File: src/hdl/i2c_mbe_pkg.sv
// shared types and codes for the i2c master bit engine
// no dependencies
`default_nettype none

package i2c_mbe_pkg;

  // request codes of the req_type field
  localparam logic [2:0] REQ_NONE = 3'd0;

  // sequencer state codes, a started command takes the code of its request
  localparam logic [2:0] ST_IDLE  = 3'd0;
  localparam logic [2:0] ST_START = 3'd1;
  localparam logic [2:0] ST_STOP  = 3'd2;
  localparam logic [2:0] ST_SEND  = 3'd3;
  localparam logic [2:0] ST_READ  = 3'd4;
  localparam logic [2:0] ST_WACK  = 3'd5;
  localparam logic [2:0] ST_ACK   = 3'd6;
  localparam logic [2:0] ST_NACK  = 3'd7;

  localparam logic [2:0] BIT_LAST = 3'd7;
  localparam int unsigned MSB_POS = 7;

  typedef struct packed {
    logic [2:0] req_type;
    logic [7:0] tx_byte;
    logic       sda_in;
  } tick_t;

  typedef struct packed {
    logic       scl_level;
    logic       sda_level;
    logic       sda_drive;
    logic       busy_res;
    logic       done_res;
    logic [7:0] rx_byte;
    logic       ack_bit;
  } result_t;

  // handshake between input register and the rest
  typedef struct packed {
    logic valid;
    logic advance;
  } stage_ctl_t;

endpackage

`default_nettype wire

File: src/hdl/i2c_mbe_req_if.sv
// tick channel into the i2c master bit engine: valid/ready plus tick payload
// no dependencies
`default_nettype none

interface i2c_mbe_req_if;
  logic       valid;
  logic       ready;
  logic [2:0] req_type;
  logic [7:0] tx_byte;
  logic       sda_in;

  modport source (output valid, output req_type, output tx_byte, output sda_in,
                  input ready);
  modport sink (input valid, input req_type, input tx_byte, input sda_in,
                output ready);
endinterface

`default_nettype wire

File: src/hdl/i2c_mbe_res_if.sv
// result channel out of the i2c master bit engine: valid/ready plus line levels
// no dependencies
`default_nettype none

interface i2c_mbe_res_if;
  logic       valid;
  logic       ready;
  logic       scl_level;
  logic       sda_level;
  logic       sda_drive;
  logic       busy_res;
  logic       done_res;
  logic [7:0] rx_byte;
  logic       ack_bit;

  modport source (output valid, output scl_level, output sda_level, output sda_drive,
                  output busy_res, output done_res, output rx_byte, output ack_bit,
                  input ready);
  modport sink (input valid, input scl_level, input sda_level, input sda_drive,
                input busy_res, input done_res, input rx_byte, input ack_bit,
                output ready);
endinterface

`default_nettype wire

File: src/hdl/i2c_master_bit_engine_unit.sv
// I2C master bit engine, one delay tick per transfer on the req channel.
// Each tick carries the sampled SDA level and, while the engine is idle, an
// optional command (start, stop, send byte, read byte, wait ack, ack, nack).
// Every tick yields exactly one transfer on the res channel with the SCL/SDA
// levels, the SDA output enable, busy/done flags, the last read byte and the
// last sampled acknowledge. Commands that arrive while busy are dropped.
// A taken tick passes the input register, then the result register, from
// which its result leaves on the res channel.
// Throughput: one tick per clock while res ready is high, limited by the
// single-step sequencer update between the two registers.
// Reset: the engine goes idle with SCL and SDA high and SDA driven; both
// channels are empty and req ready is high.
// Stall: when res ready is low the result register holds, one more tick
// waits in the input register, then req ready drops until res moves again.
// Depends on i2c_mbe_pkg, i2c_mbe_req_if, i2c_mbe_res_if and the submodules.
`default_nettype none

module i2c_master_bit_engine_unit (
  input  wire logic     clk_i,
  input  wire logic     rst_ni,
  i2c_mbe_req_if.sink   req_i,
  i2c_mbe_res_if.source res_o
);
  import i2c_mbe_pkg::*;

  tick_t      in_tick;
  tick_t      stage_tick;
  stage_ctl_t stage_ctl;
  result_t    step_res;
  result_t    out_res;
  logic       out_free;
  logic       in_ready;
  logic       out_valid;

  assign in_tick.req_type = req_i.req_type;
  assign in_tick.tx_byte  = req_i.tx_byte;
  assign in_tick.sda_in   = req_i.sda_in;
  assign req_i.ready      = in_ready;

  i2c_mbe_in_stage u_in (
    .clk_i      (clk_i),
    .rst_ni     (rst_ni),
    .in_valid_i (req_i.valid),
    .in_ready_o (in_ready),
    .in_tick_i  (in_tick),
    .out_free_i (out_free),
    .ctl_o      (stage_ctl),
    .tick_o     (stage_tick)
  );

  i2c_mbe_seq u_seq (
    .clk_i     (clk_i),
    .rst_ni    (rst_ni),
    .step_en_i (stage_ctl.advance),
    .tick_i    (stage_tick),
    .result_o  (step_res)
  );

  i2c_mbe_out_stage u_out (
    .clk_i       (clk_i),
    .rst_ni      (rst_ni),
    .load_i      (stage_ctl.valid & stage_ctl.advance),
    .result_i    (step_res),
    .free_o      (out_free),
    .out_valid_o (out_valid),
    .out_ready_i (res_o.ready),
    .result_o    (out_res)
  );

  assign res_o.valid     = out_valid;
  assign res_o.scl_level = out_res.scl_level;
  assign res_o.sda_level = out_res.sda_level;
  assign res_o.sda_drive = out_res.sda_drive;
  assign res_o.busy_res  = out_res.busy_res;
  assign res_o.done_res  = out_res.done_res;
  assign res_o.rx_byte   = out_res.rx_byte;
  assign res_o.ack_bit   = out_res.ack_bit;

endmodule

`default_nettype wire

File: src/hdl/i2c_mbe_in_stage.sv
// input register of the i2c master bit engine
// depends on i2c_mbe_pkg
`default_nettype none

module i2c_mbe_in_stage (
  input  wire logic                clk_i,
  input  wire logic                rst_ni,
  input  wire logic                in_valid_i,
  output logic                     in_ready_o,
  input  wire i2c_mbe_pkg::tick_t  in_tick_i,
  input  wire logic                out_free_i,
  output i2c_mbe_pkg::stage_ctl_t ctl_o,
  output i2c_mbe_pkg::tick_t       tick_o
);
  import i2c_mbe_pkg::*;

  logic  valid_q, valid_d;
  tick_t tick_q;
  logic  advance;
  logic  take;

  assign advance    = valid_q & out_free_i;
  assign in_ready_o = ~valid_q | advance;
  assign take       = in_valid_i & in_ready_o;
  assign valid_d    = take | (valid_q & ~advance);

  always_ff @(posedge clk_i or negedge rst_ni) begin
    if (!rst_ni) begin
      valid_q <= 1'b0;
    end else begin
      valid_q <= valid_d;
    end
  end

  always_ff @(posedge clk_i) begin
    if (take) begin
      tick_q <= in_tick_i;
    end
  end

  assign ctl_o.valid   = valid_q;
  assign ctl_o.advance = advance;
  assign tick_o        = tick_q;

endmodule

`default_nettype wire

File: src/hdl/i2c_mbe_seq.sv
// command sequencer: line level state and one step per tick
// depends on i2c_mbe_pkg
`default_nettype none

module i2c_mbe_seq (
  input  wire logic                clk_i,
  input  wire logic                rst_ni,
  input  wire logic                step_en_i,
  input  wire i2c_mbe_pkg::tick_t  tick_i,
  output i2c_mbe_pkg::result_t     result_o
);
  import i2c_mbe_pkg::*;

  logic [2:0] state_q, state_d;
  logic [1:0] phase_q, phase_d;
  logic [2:0] bit_q, bit_d;
  logic [7:0] shift_q, shift_d;
  logic       ack_q, ack_d;
  logic       scl_q, scl_d;
  logic       sda_q, sda_d;
  logic       oe_q, oe_d;
  logic [7:0] rx_q, rx_d;
  logic       fin;
  logic       wrap;
  logic       active;

  always_comb begin
    state_d = state_q;
    phase_d = phase_q;
    bit_d   = bit_q;
    shift_d = shift_q;
    ack_d   = ack_q;
    scl_d   = scl_q;
    sda_d   = sda_q;
    oe_d    = oe_q;
    rx_d    = rx_q;
    fin     = 1'b0;
    wrap    = 1'b0;
    active  = 1'b0;

    // a request only starts when idle, its first step runs on the same tick
    if (state_q == ST_IDLE && tick_i.req_type != REQ_NONE) begin
      state_d = tick_i.req_type;
      phase_d = 2'd0;
      bit_d   = 3'd0;
      if (tick_i.req_type == ST_SEND) begin
        shift_d = tick_i.tx_byte;
      end else if (tick_i.req_type == ST_READ) begin
        shift_d = 8'd0;
      end
    end

    if (state_d != ST_IDLE) begin
      active = 1'b1;
      unique case (state_d)
        ST_START: begin
          unique case (phase_d)
            2'd0: begin oe_d = 1'b1; sda_d = 1'b1; end
            2'd1: scl_d = 1'b1;
            2'd2: sda_d = 1'b0;
            default: begin scl_d = 1'b0; fin = 1'b1; end
          endcase
        end
        ST_STOP: begin
          unique case (phase_d)
            2'd0: begin oe_d = 1'b1; sda_d = 1'b0; end
            2'd1: scl_d = 1'b1;
            default: begin sda_d = 1'b1; fin = 1'b1; end
          endcase
        end
        ST_SEND: begin
          unique case (phase_d)
            2'd0: begin oe_d = 1'b1; sda_d = shift_d[MSB_POS]; end
            2'd1: scl_d = 1'b1;
            default: begin
              scl_d   = 1'b0;
              shift_d = {shift_d[6:0], 1'b0};
              if (bit_d == BIT_LAST) begin
                sda_d = 1'b1;
                fin   = 1'b1;
              end else begin
                bit_d = bit_d + 3'd1;
                wrap  = 1'b1;
              end
            end
          endcase
        end
        ST_READ: begin
          if (phase_d == 2'd0) begin
            // release sda together with the first clock high
            if (bit_d == 3'd0) begin
              sda_d = 1'b1;
              oe_d  = 1'b0;
            end
            scl_d = 1'b1;
          end else begin
            shift_d = {shift_d[6:0], tick_i.sda_in};
            scl_d   = 1'b0;
            if (bit_d == BIT_LAST) begin
              rx_d = shift_d;
              fin  = 1'b1;
            end else begin
              bit_d = bit_d + 3'd1;
              wrap  = 1'b1;
            end
          end
        end
        ST_WACK: begin
          unique case (phase_d)
            2'd0: begin sda_d = 1'b1; oe_d = 1'b0; end
            2'd1: scl_d = 1'b1;
            default: begin ack_d = tick_i.sda_in; scl_d = 1'b0; fin = 1'b1; end
          endcase
        end
        ST_ACK: begin
          unique case (phase_d)
            2'd0: begin oe_d = 1'b1; sda_d = 1'b0; end
            2'd1: scl_d = 1'b1;
            2'd2: scl_d = 1'b0;
            default: begin sda_d = 1'b1; fin = 1'b1; end
          endcase
        end
        ST_NACK: begin
          unique case (phase_d)
            2'd0: begin oe_d = 1'b1; sda_d = 1'b1; end
            2'd1: scl_d = 1'b1;
            default: begin scl_d = 1'b0; fin = 1'b1; end
          endcase
        end
        default: fin = 1'b1;
      endcase

      if (fin) begin
        state_d = ST_IDLE;
        phase_d = 2'd0;
        bit_d   = 3'd0;
      end else if (wrap) begin
        phase_d = 2'd0;
      end else begin
        phase_d = phase_d + 2'd1;
      end
    end
  end

  always_ff @(posedge clk_i or negedge rst_ni) begin
    if (!rst_ni) begin
      state_q <= ST_IDLE;
      phase_q <= 2'd0;
      bit_q   <= 3'd0;
      shift_q <= 8'd0;
      ack_q   <= 1'b0;
      scl_q   <= 1'b1;
      sda_q   <= 1'b1;
      oe_q    <= 1'b1;
      rx_q    <= 8'd0;
    end else if (step_en_i) begin
      state_q <= state_d;
      phase_q <= phase_d;
      bit_q   <= bit_d;
      shift_q <= shift_d;
      ack_q   <= ack_d;
      scl_q   <= scl_d;
      sda_q   <= sda_d;
      oe_q    <= oe_d;
      rx_q    <= rx_d;
    end
  end

  assign result_o.scl_level = scl_d;
  assign result_o.sda_level = sda_d;
  assign result_o.sda_drive = oe_d;
  assign result_o.busy_res  = (state_d != ST_IDLE);
  assign result_o.done_res  = active & fin;
  assign result_o.rx_byte   = rx_d;
  assign result_o.ack_bit   = ack_d;

endmodule

`default_nettype wire

File: src/hdl/i2c_mbe_out_stage.sv
// result register of the i2c master bit engine
// depends on i2c_mbe_pkg
`default_nettype none

module i2c_mbe_out_stage (
  input  wire logic                  clk_i,
  input  wire logic                  rst_ni,
  input  wire logic                  load_i,
  input  wire i2c_mbe_pkg::result_t  result_i,
  output logic                       free_o,
  output logic                       out_valid_o,
  input  wire logic                  out_ready_i,
  output i2c_mbe_pkg::result_t       result_o
);
  import i2c_mbe_pkg::*;

  logic    valid_q, valid_d;
  result_t result_q;

  // free when empty or the held result leaves this cycle
  assign free_o  = ~valid_q | out_ready_i;
  assign valid_d = load_i | (valid_q & ~out_ready_i);

  always_ff @(posedge clk_i or negedge rst_ni) begin
    if (!rst_ni) begin
      valid_q <= 1'b0;
    end else begin
      valid_q <= valid_d;
    end
  end

  always_ff @(posedge clk_i) begin
    if (load_i) begin
      result_q <= result_i;
    end
  end

  assign out_valid_o = valid_q;
  assign result_o    = result_q;

endmodule

`default_nettype wire

File: src/flat_wrapper.sv
// flat-port wrapper written by rule: the top's interface ports become plain ports
module i2c_master_bit_engine_unit_flat import i2c_mbe_pkg::*;
  (clk_i, rst_ni, req_i_valid, req_i_req_type, req_i_tx_byte, req_i_sda_in, req_i_ready, res_o_valid, res_o_scl_level, res_o_sda_level, res_o_sda_drive, res_o_busy_res, res_o_done_res, res_o_rx_byte, res_o_ack_bit, res_o_ready);
  i2c_mbe_req_if req_i_i ();
  i2c_mbe_res_if res_o_i ();
  input  wire logic clk_i;
  input  wire logic rst_ni;
  input wire logic [$bits(req_i_i.valid)-1:0] req_i_valid;
  input wire logic [$bits(req_i_i.req_type)-1:0] req_i_req_type;
  input wire logic [$bits(req_i_i.tx_byte)-1:0] req_i_tx_byte;
  input wire logic [$bits(req_i_i.sda_in)-1:0] req_i_sda_in;
  output wire logic [$bits(req_i_i.ready)-1:0] req_i_ready;
  output wire logic [$bits(res_o_i.valid)-1:0] res_o_valid;
  output wire logic [$bits(res_o_i.scl_level)-1:0] res_o_scl_level;
  output wire logic [$bits(res_o_i.sda_level)-1:0] res_o_sda_level;
  output wire logic [$bits(res_o_i.sda_drive)-1:0] res_o_sda_drive;
  output wire logic [$bits(res_o_i.busy_res)-1:0] res_o_busy_res;
  output wire logic [$bits(res_o_i.done_res)-1:0] res_o_done_res;
  output wire logic [$bits(res_o_i.rx_byte)-1:0] res_o_rx_byte;
  output wire logic [$bits(res_o_i.ack_bit)-1:0] res_o_ack_bit;
  input wire logic [$bits(res_o_i.ready)-1:0] res_o_ready;
  assign req_i_i.valid = req_i_valid;
  assign req_i_i.req_type = req_i_req_type;
  assign req_i_i.tx_byte = req_i_tx_byte;
  assign req_i_i.sda_in = req_i_sda_in;
  assign req_i_ready = req_i_i.ready;
  assign res_o_valid = res_o_i.valid;
  assign res_o_scl_level = res_o_i.scl_level;
  assign res_o_sda_level = res_o_i.sda_level;
  assign res_o_sda_drive = res_o_i.sda_drive;
  assign res_o_busy_res = res_o_i.busy_res;
  assign res_o_done_res = res_o_i.done_res;
  assign res_o_rx_byte = res_o_i.rx_byte;
  assign res_o_ack_bit = res_o_i.ack_bit;
  assign res_o_i.ready = res_o_ready;
  i2c_master_bit_engine_unit u_core (.clk_i(clk_i), .rst_ni(rst_ni), .req_i(req_i_i), .res_o(res_o_i));
endmodule
File: config.mk
export PLATFORM = sky130hd
export DESIGN_NAME = i2c_master_bit_engine_unit_flat
export DESIGN_NICKNAME = d
export VERILOG_FILES = /design/src/hdl/i2c_mbe_pkg.sv /design/src/hdl/i2c_mbe_req_if.sv /design/src/hdl/i2c_mbe_res_if.sv /design/src/hdl/i2c_master_bit_engine_unit.sv /design/src/hdl/i2c_mbe_in_stage.sv /design/src/hdl/i2c_mbe_seq.sv /design/src/hdl/i2c_mbe_out_stage.sv /design/src/flat_wrapper.sv
export SDC_FILE = /design/constraint.sdc
export NUM_CORES = 1
export LEC_CHECK = 0
export BUFFER_PORTS_ARGS = -buffer_cell sky130_fd_sc_hd__buf_2
export CORE_MARGIN = 5
export CORE_UTILIZATION = 58
export DETAILED_ROUTE_END_ITERATION = 6
export PLACE_DENSITY = 0.9
export SYNTH_ARGS = -nofsm -noshare
export SYNTH_HDL_FRONTEND = slang
export SYNTH_SLANG_ARGS = --single-unit
File: constraint.sdc
create_clock -name clk_i -period 3.2 [get_ports clk_i]
set_input_delay 0.32 -clock clk_i [delete_from_list [all_inputs] [get_ports clk_i]]
set_output_delay 0.32 -clock clk_i [all_outputs]
set_load 0.05 [all_outputs]
After elaboration in Yosys (flattened, before gate mapping). Index checks and enable logic that the tools add are counted. Widths: inputs -> output; s select.

Bitwise logic cells: 14. Equal/unequal tests: 12. Multiplexer cells: 65. $add $sub $neg: 2. Reduce and logical (&&, ||, !) cells: 16.

Operator list (count): $mux 8 (10); $mux 1 (28); $mux 3 (9); $eq 3x3->1 const B (6); $pmux 1 s2 (8); $pmux 8 s2 (1); $reduce_or 2->1 (5); $eq 3x2->1 const B (3); $reduce_bool 3->1 (3); $reduce_or 3->1 (3); $mux 2 (4); $and 1x1->1 (6); $logic_not 3->1 (2); $pmux 1 s6 (1); $pmux 3 s2 (1); $pmux 1 s5 (1); $reduce_or 5->1 (1); $not 1->1 (4); $or 1x1->1 (4); $pmux 1 s4 (1); $add 3x1->3 const B (1); $eq 3x1->1 const B (1); $pmux 1 s3 (1); $add 2x1->2 const B (1); 4 further kinds (4).

Output and inout bits: 16. Input bits: 16. Register bits after elaboration: 56. Logic and storage cells: 130.

Logic depth before layout (Yosys ltp).
Depth after elaboration: 11. Mapped depth: 12. Mapped depth without buffers: 9.

Cells and area by module. Synthesis repeated with hierarchy kept, for this count alone.

Cell total of the unflattened synthesis: 287. Area, all modules: 3130.5 µm².

By module, submodules not included: i2c_mbe_seq (area an instance 2220.9 µm², instances 1, sequential area each 704.4 µm², cells an instance 250); i2c_mbe_out_stage (area an instance 467.9 µm², instances 1, sequential area each 445.4 µm², cells an instance 17); i2c_mbe_in_stage (area an instance 435.4 µm², instances 1, sequential area each 385.4 µm², cells an instance 19); i2c_master_bit_engine_unit (area an instance 6.3 µm², instances 1, sequential area each 0.0 µm², cells an instance 1).

Worst setup path after synthesis. OpenSTA, ideal clock, no wires.

Path kind: register to register. From: reg u_core.u_seq.state_q[2]. To: reg u_core.u_seq.shift_q[6]. Setup slack: 0.307 ns. Library setup time: 0.083 ns. Cell stages (with the launch flop): 12. Required time: 3.117 ns. Period minus slack after synthesis: 2.893 ns. Arrival: 2.810 ns. Buffers on the path: 4. Cell sequence: dfrtp_1 -> buf_6 -> or3_4 -> buf_6 -> o21ai_0 -> ha_1 -> clkbuf_1 -> o2111ai_1 -> o221ai_2 -> buf_4 -> mux2_2 -> o21ai_0.

Longest elaborated chain between the ends: 8. Elaborated cells on any way between the ends: 15. Classes of those cells: eq/ne: 3; mux: 7; reduce/logical: 5.

RTL lines: from (decl) (RTL line i2c_mbe_seq.sv:14) `logic [2:0] state_q, state_d;`; from (signal assigned) (RTL line i2c_mbe_seq.sv:157) `state_q <= state_d;`; $logic_not 3->1 (RTL line i2c_mbe_seq.sv:42) `if (state_q == ST_IDLE && tick_i.req_type != REQ_NONE) begin`; $logic_and 1x1->1 (RTL line i2c_mbe_seq.sv:42); $mux 2 (RTL line i2c_mbe_seq.sv:42); $eq 2x1->1 / $logic_not 2->1 (equally long branches) (RTL line i2c_mbe_seq.sv:72, i2c_mbe_seq.sv:89); $reduce_or 2->1 (no line); $mux 8 (RTL line i2c_mbe_seq.sv:72) `unique case (phase_d)`; $pmux 8 s2 (RTL line i2c_mbe_seq.sv:55) `unique case (state_d)`; $mux 8 * (RTL line i2c_mbe_seq.sv:53) `if (state_d != ST_IDLE) begin`; to (signal assigned) (RTL line i2c_mbe_seq.sv:160) `shift_q <= shift_d;`; to (decl) (RTL line i2c_mbe_seq.sv:17) `logic [7:0] shift_q, shift_d;`.

Mark *: on every way between the ends. The rest lies on a longest branch, timed or not. A chain may end at the register's enable or synchronous reset.

==> flow_metrics.py <==
metrics = {
    "outcome": {
        "status": "finished clean",
    },
    "timing": {
        "fmax_ghz": 0.346,
        "rsz0062_at_grt": "false",
        "setup_tns_ns": 0,
        "slew_headroom_pct": 36.0,
        "fin_skew_ns": 0.00878,
        "setup_viol": 0,
        "finalCriticalPeriod_ns": 2.89,
        "hold_violations": 0,
        "fin_crit_sh_pct": 90.4,
        "maxSlewViolCount": 0,
        "timing.hold.ws_ns": 0.0367,
        "worst_pin_slew_ns": 0.955,
        "worst_slack_ns": 0.308,
    },
    "final_layout": {
        "area_growth_pct": 11.7,
        "fill_cells": 396,
        "finalNetCount": 348,
        "fin_cells": 399,
        "drive_above_1_share_pct": 22.5,
        "diodes": 0,
    },
    "worst_setup_path": {
        "worstRegToRegCells": 6,
        "slowest_stage": "nor3_2",
        "crit_start": "u_core.u_in.tick_o[11]$_DFFE_PP_",
        "arrival_ns": 2.97,
        "cp-start-kind": "flop",
        "crit_buf_inv": 1,
        "r2r-end": "u_core.u_out.result_o[1]$_DFFE_PP_",
        "reg2reg_slack_ns": 0.31,
        "r2r_start": "u_core.u_in.tick_o[11]$_DFFE_PP_",
        "crit_required_ns": 3.28,
        "crit_path_cell_trace": "nor3_4 > o21ai_0 > buf_4 > ha_1 > nor3_2 > mux2_2",
        "cp_max_fo": 17,
        "cp-end-kind": "flop",
        "max_stage_delay_ns": 0.82,
        "crit_type": "reg -> reg",
        "cp_top_family": "simple AND/OR/NAND/NOR gates",
    },
    "drt": {
        "drc": 0,
        "drt_first_pass_iters": 5,
        "post_drt_wl_per_cell_um": 16.1,
        "vias": 2369,
        "viasPerCell": 5.94,
        "drtIter0Drc": 180,
        "routed_wl_um": 6420,
        "ant_nets": 0,
    },
    "synthesis": {
        "synth_edf_count": 26,
        "synthTopCellsByArea": "edfxtp_1 26%, dfrtp_1 23%, nand2_1 5.1%",
        "synth_fa_ha_area_share_pct": 1.68,
        "synth_cell_types": 57,
        "yosys_register_bits": 56,
        "synth_top_family_by_area": "compound AO/OA/AOI/OAI gates",
        "synthCells": 293,
        "yosys_warnings": 0,
        "synth_top_area_share_pct": 26.3,
        "yosys.cell_count.top_type": "nand2_1",
        "synth_seq_area_share_pct": 51.6,
        "synth_mux_area_share_pct": 3.45,
        "synthArstFlopShare_pct": 53.6,
        "yosys.area_share.simple_pct": 16.8,
        "synth-xor-area-share_pct": 0,
        "synth_top_area_cell": "edfxtp_1",
        "avgSynthCellArea_um2": 10.1,
        "netlist_area_um2": 2970,
        "synthTopCellsByCount": "40 x nand2_1, 29 x nor2_1, 27 x dfrtp_1",
        "synth-compound-area-share_pct": 22.2,
        "synth_top_flop_cell": "dfrtp_1",
        "synthesis.nets": 313,
    },
    "global_route": {
        "gr-total-overflow": 0,
        "grt_max_degree": 31,
        "grt.total_usage_pct": 20.7,
        "grt_pass1_vias": 2175,
        "grt_pass1_wl_um": 10600,
        "antenna_found_initial": 0,
    },
    "placement": {
        "dp_slack_ns": 0.357,
        "hpwl_um": 4540,
        "routabilityCongestion": 0.988,
        "port_buffers": 31,
        "placed_cells": 391,
    },
    "die": {
        "ioPinCount": 32,
        "row_count": 26,
        "initial_core_util_pct": 59.0,
        "core_um2": 5040,
        "die_h_um": 81.6,
        "die_x_um": 81.6,
        "die_area_um2": 6660,
    },
    "cts": {
        "numCtsBuffers": 5,
        "root_buffer": "clkbuf_8",
        "h-tree-depth": 2,
        "cts_resized": 0,
        "post-cts-setup-buffers": 0,
        "clockBufferDepth": 2,
        "cts_hold_buf": 0,
        "cts_tree": "built",
        "clk-insertion-delay-late_ns": 0.32,
        "cts_sinks": 56,
        "clk_pin_slew_ns": 0.10,
    },
    "pwr": {
        "ir_drop_mv": 0.486,
        "powerDensity_nw_per_um2": 876,
        "leakagePower_nw": 1.37,
        "power_mw": 2.91,
    },
    "hold_path": {
        "hold_class": "in -> async",
    },
    "run": {
        "maxCapViolCount": 0,
    },
}
cells in the final DEF, fill, tap and decap left out, types with 4 or more instances in the layout:
cell type and instances:
a21oi_1 22, and2_1 4, nor2_1 29, nand2_1 40, inv_1 8, a22oi_1 7
a21o_1 4, buf_4 14, ha_1 4, a22o_1 4, nand2b_1 4, buf_2 31
dfrtp_1 27, nor3_1 7, edfxtp_1 26, o211ai_1 4, o21ai_0 25, mux2_2 6
clkbuf_8 5
area by class of cell:
cell class | count | area, um^2 | share of cell area, %
Clock buffer | 5 | 68.8 | 2.07
Inverter | 9 | 33.8 | 1.02
Multi-Input combinational cell | 211 | 1310 | 39.5
Sequential cell | 56 | 1540 | 46.2
Tap cell | 70 | 87.6 | 2.64
Clock inverter | 3 | 22.5 | 0.678
Timing Repair Buffer | 45 | 260 | 7.84
logic make-up after synthesis:
logic type,Yosys count
flip-flops,56
adder cells (fa/ha/maj),4
AO/OA/AOI/OAI,96
AND/OR/NAND/NOR,102
multiplexers,9
buffers and inverters,26
metrics by stage:
step / instance area, um^2 / util, %
6_report: 3320 / 65.9
3_5_place_dp: 3230 / 64.0
2_1_floorplan: 2970 / -
4_1_cts: 3320 / 65.9
3_3_place_gp: 3230 / 64.0
5_1_grt: 3320 / 65.9
power by group:
| part | switching (mW) | total, mW | internal, mW |
|---|---|---|---|
| combinational | 0.878 | 1.43 | 0.549 |
| clock | 0.240 | 0.397 | 0.157 |
| sequential | 0.138 | 1.08 | 0.945 |
registers in the layout, summed over array words and instances (netlist names), 2 cells and up:
signal                 count
u_core.u_seq.rx_q          8
u_core.u_seq.shift_q       8
u_core.u_in.tick_o        12
u_core.u_out.result_o     14
u_core.u_seq.bit_q         3
u_core.u_seq.phase_q       2
u_core.u_seq.state_q       3
worst max path at each step:
stage                     cells after the start                                   to  slack [ns]
after floorplan                              11  u_core.u_seq.shift_q[6]$_DFFE_PN0P_        0.31
after global placement                        6   u_core.u_out.result_o[1]$_DFFE_PP_        0.44
after detailed placement                      6   u_core.u_out.result_o[1]$_DFFE_PP_        0.36
after CTS                                     6   u_core.u_out.result_o[1]$_DFFE_PP_        0.35
after global routing                          9     u_core.u_seq.rx_q[1]$_DFFE_PN0P_        0.09
final                                         6   u_core.u_out.result_o[1]$_DFFE_PP_        0.31
layer usage:
| layer | vias up | GRT usage, % | wire length [um] |
|---|---|---|---|
| met5 | - | 0 | 0 |
| met4 | 0 | 7.31 | 148 |
| met3 | 16 | 4.39 | 500 |
| met2 | 105 | 31.2 | 2920 |
| met1 | 1109 | 29.8 | 2860 |
| li1 | 1139 | - | - |
(Power assumes the default switching activity.)
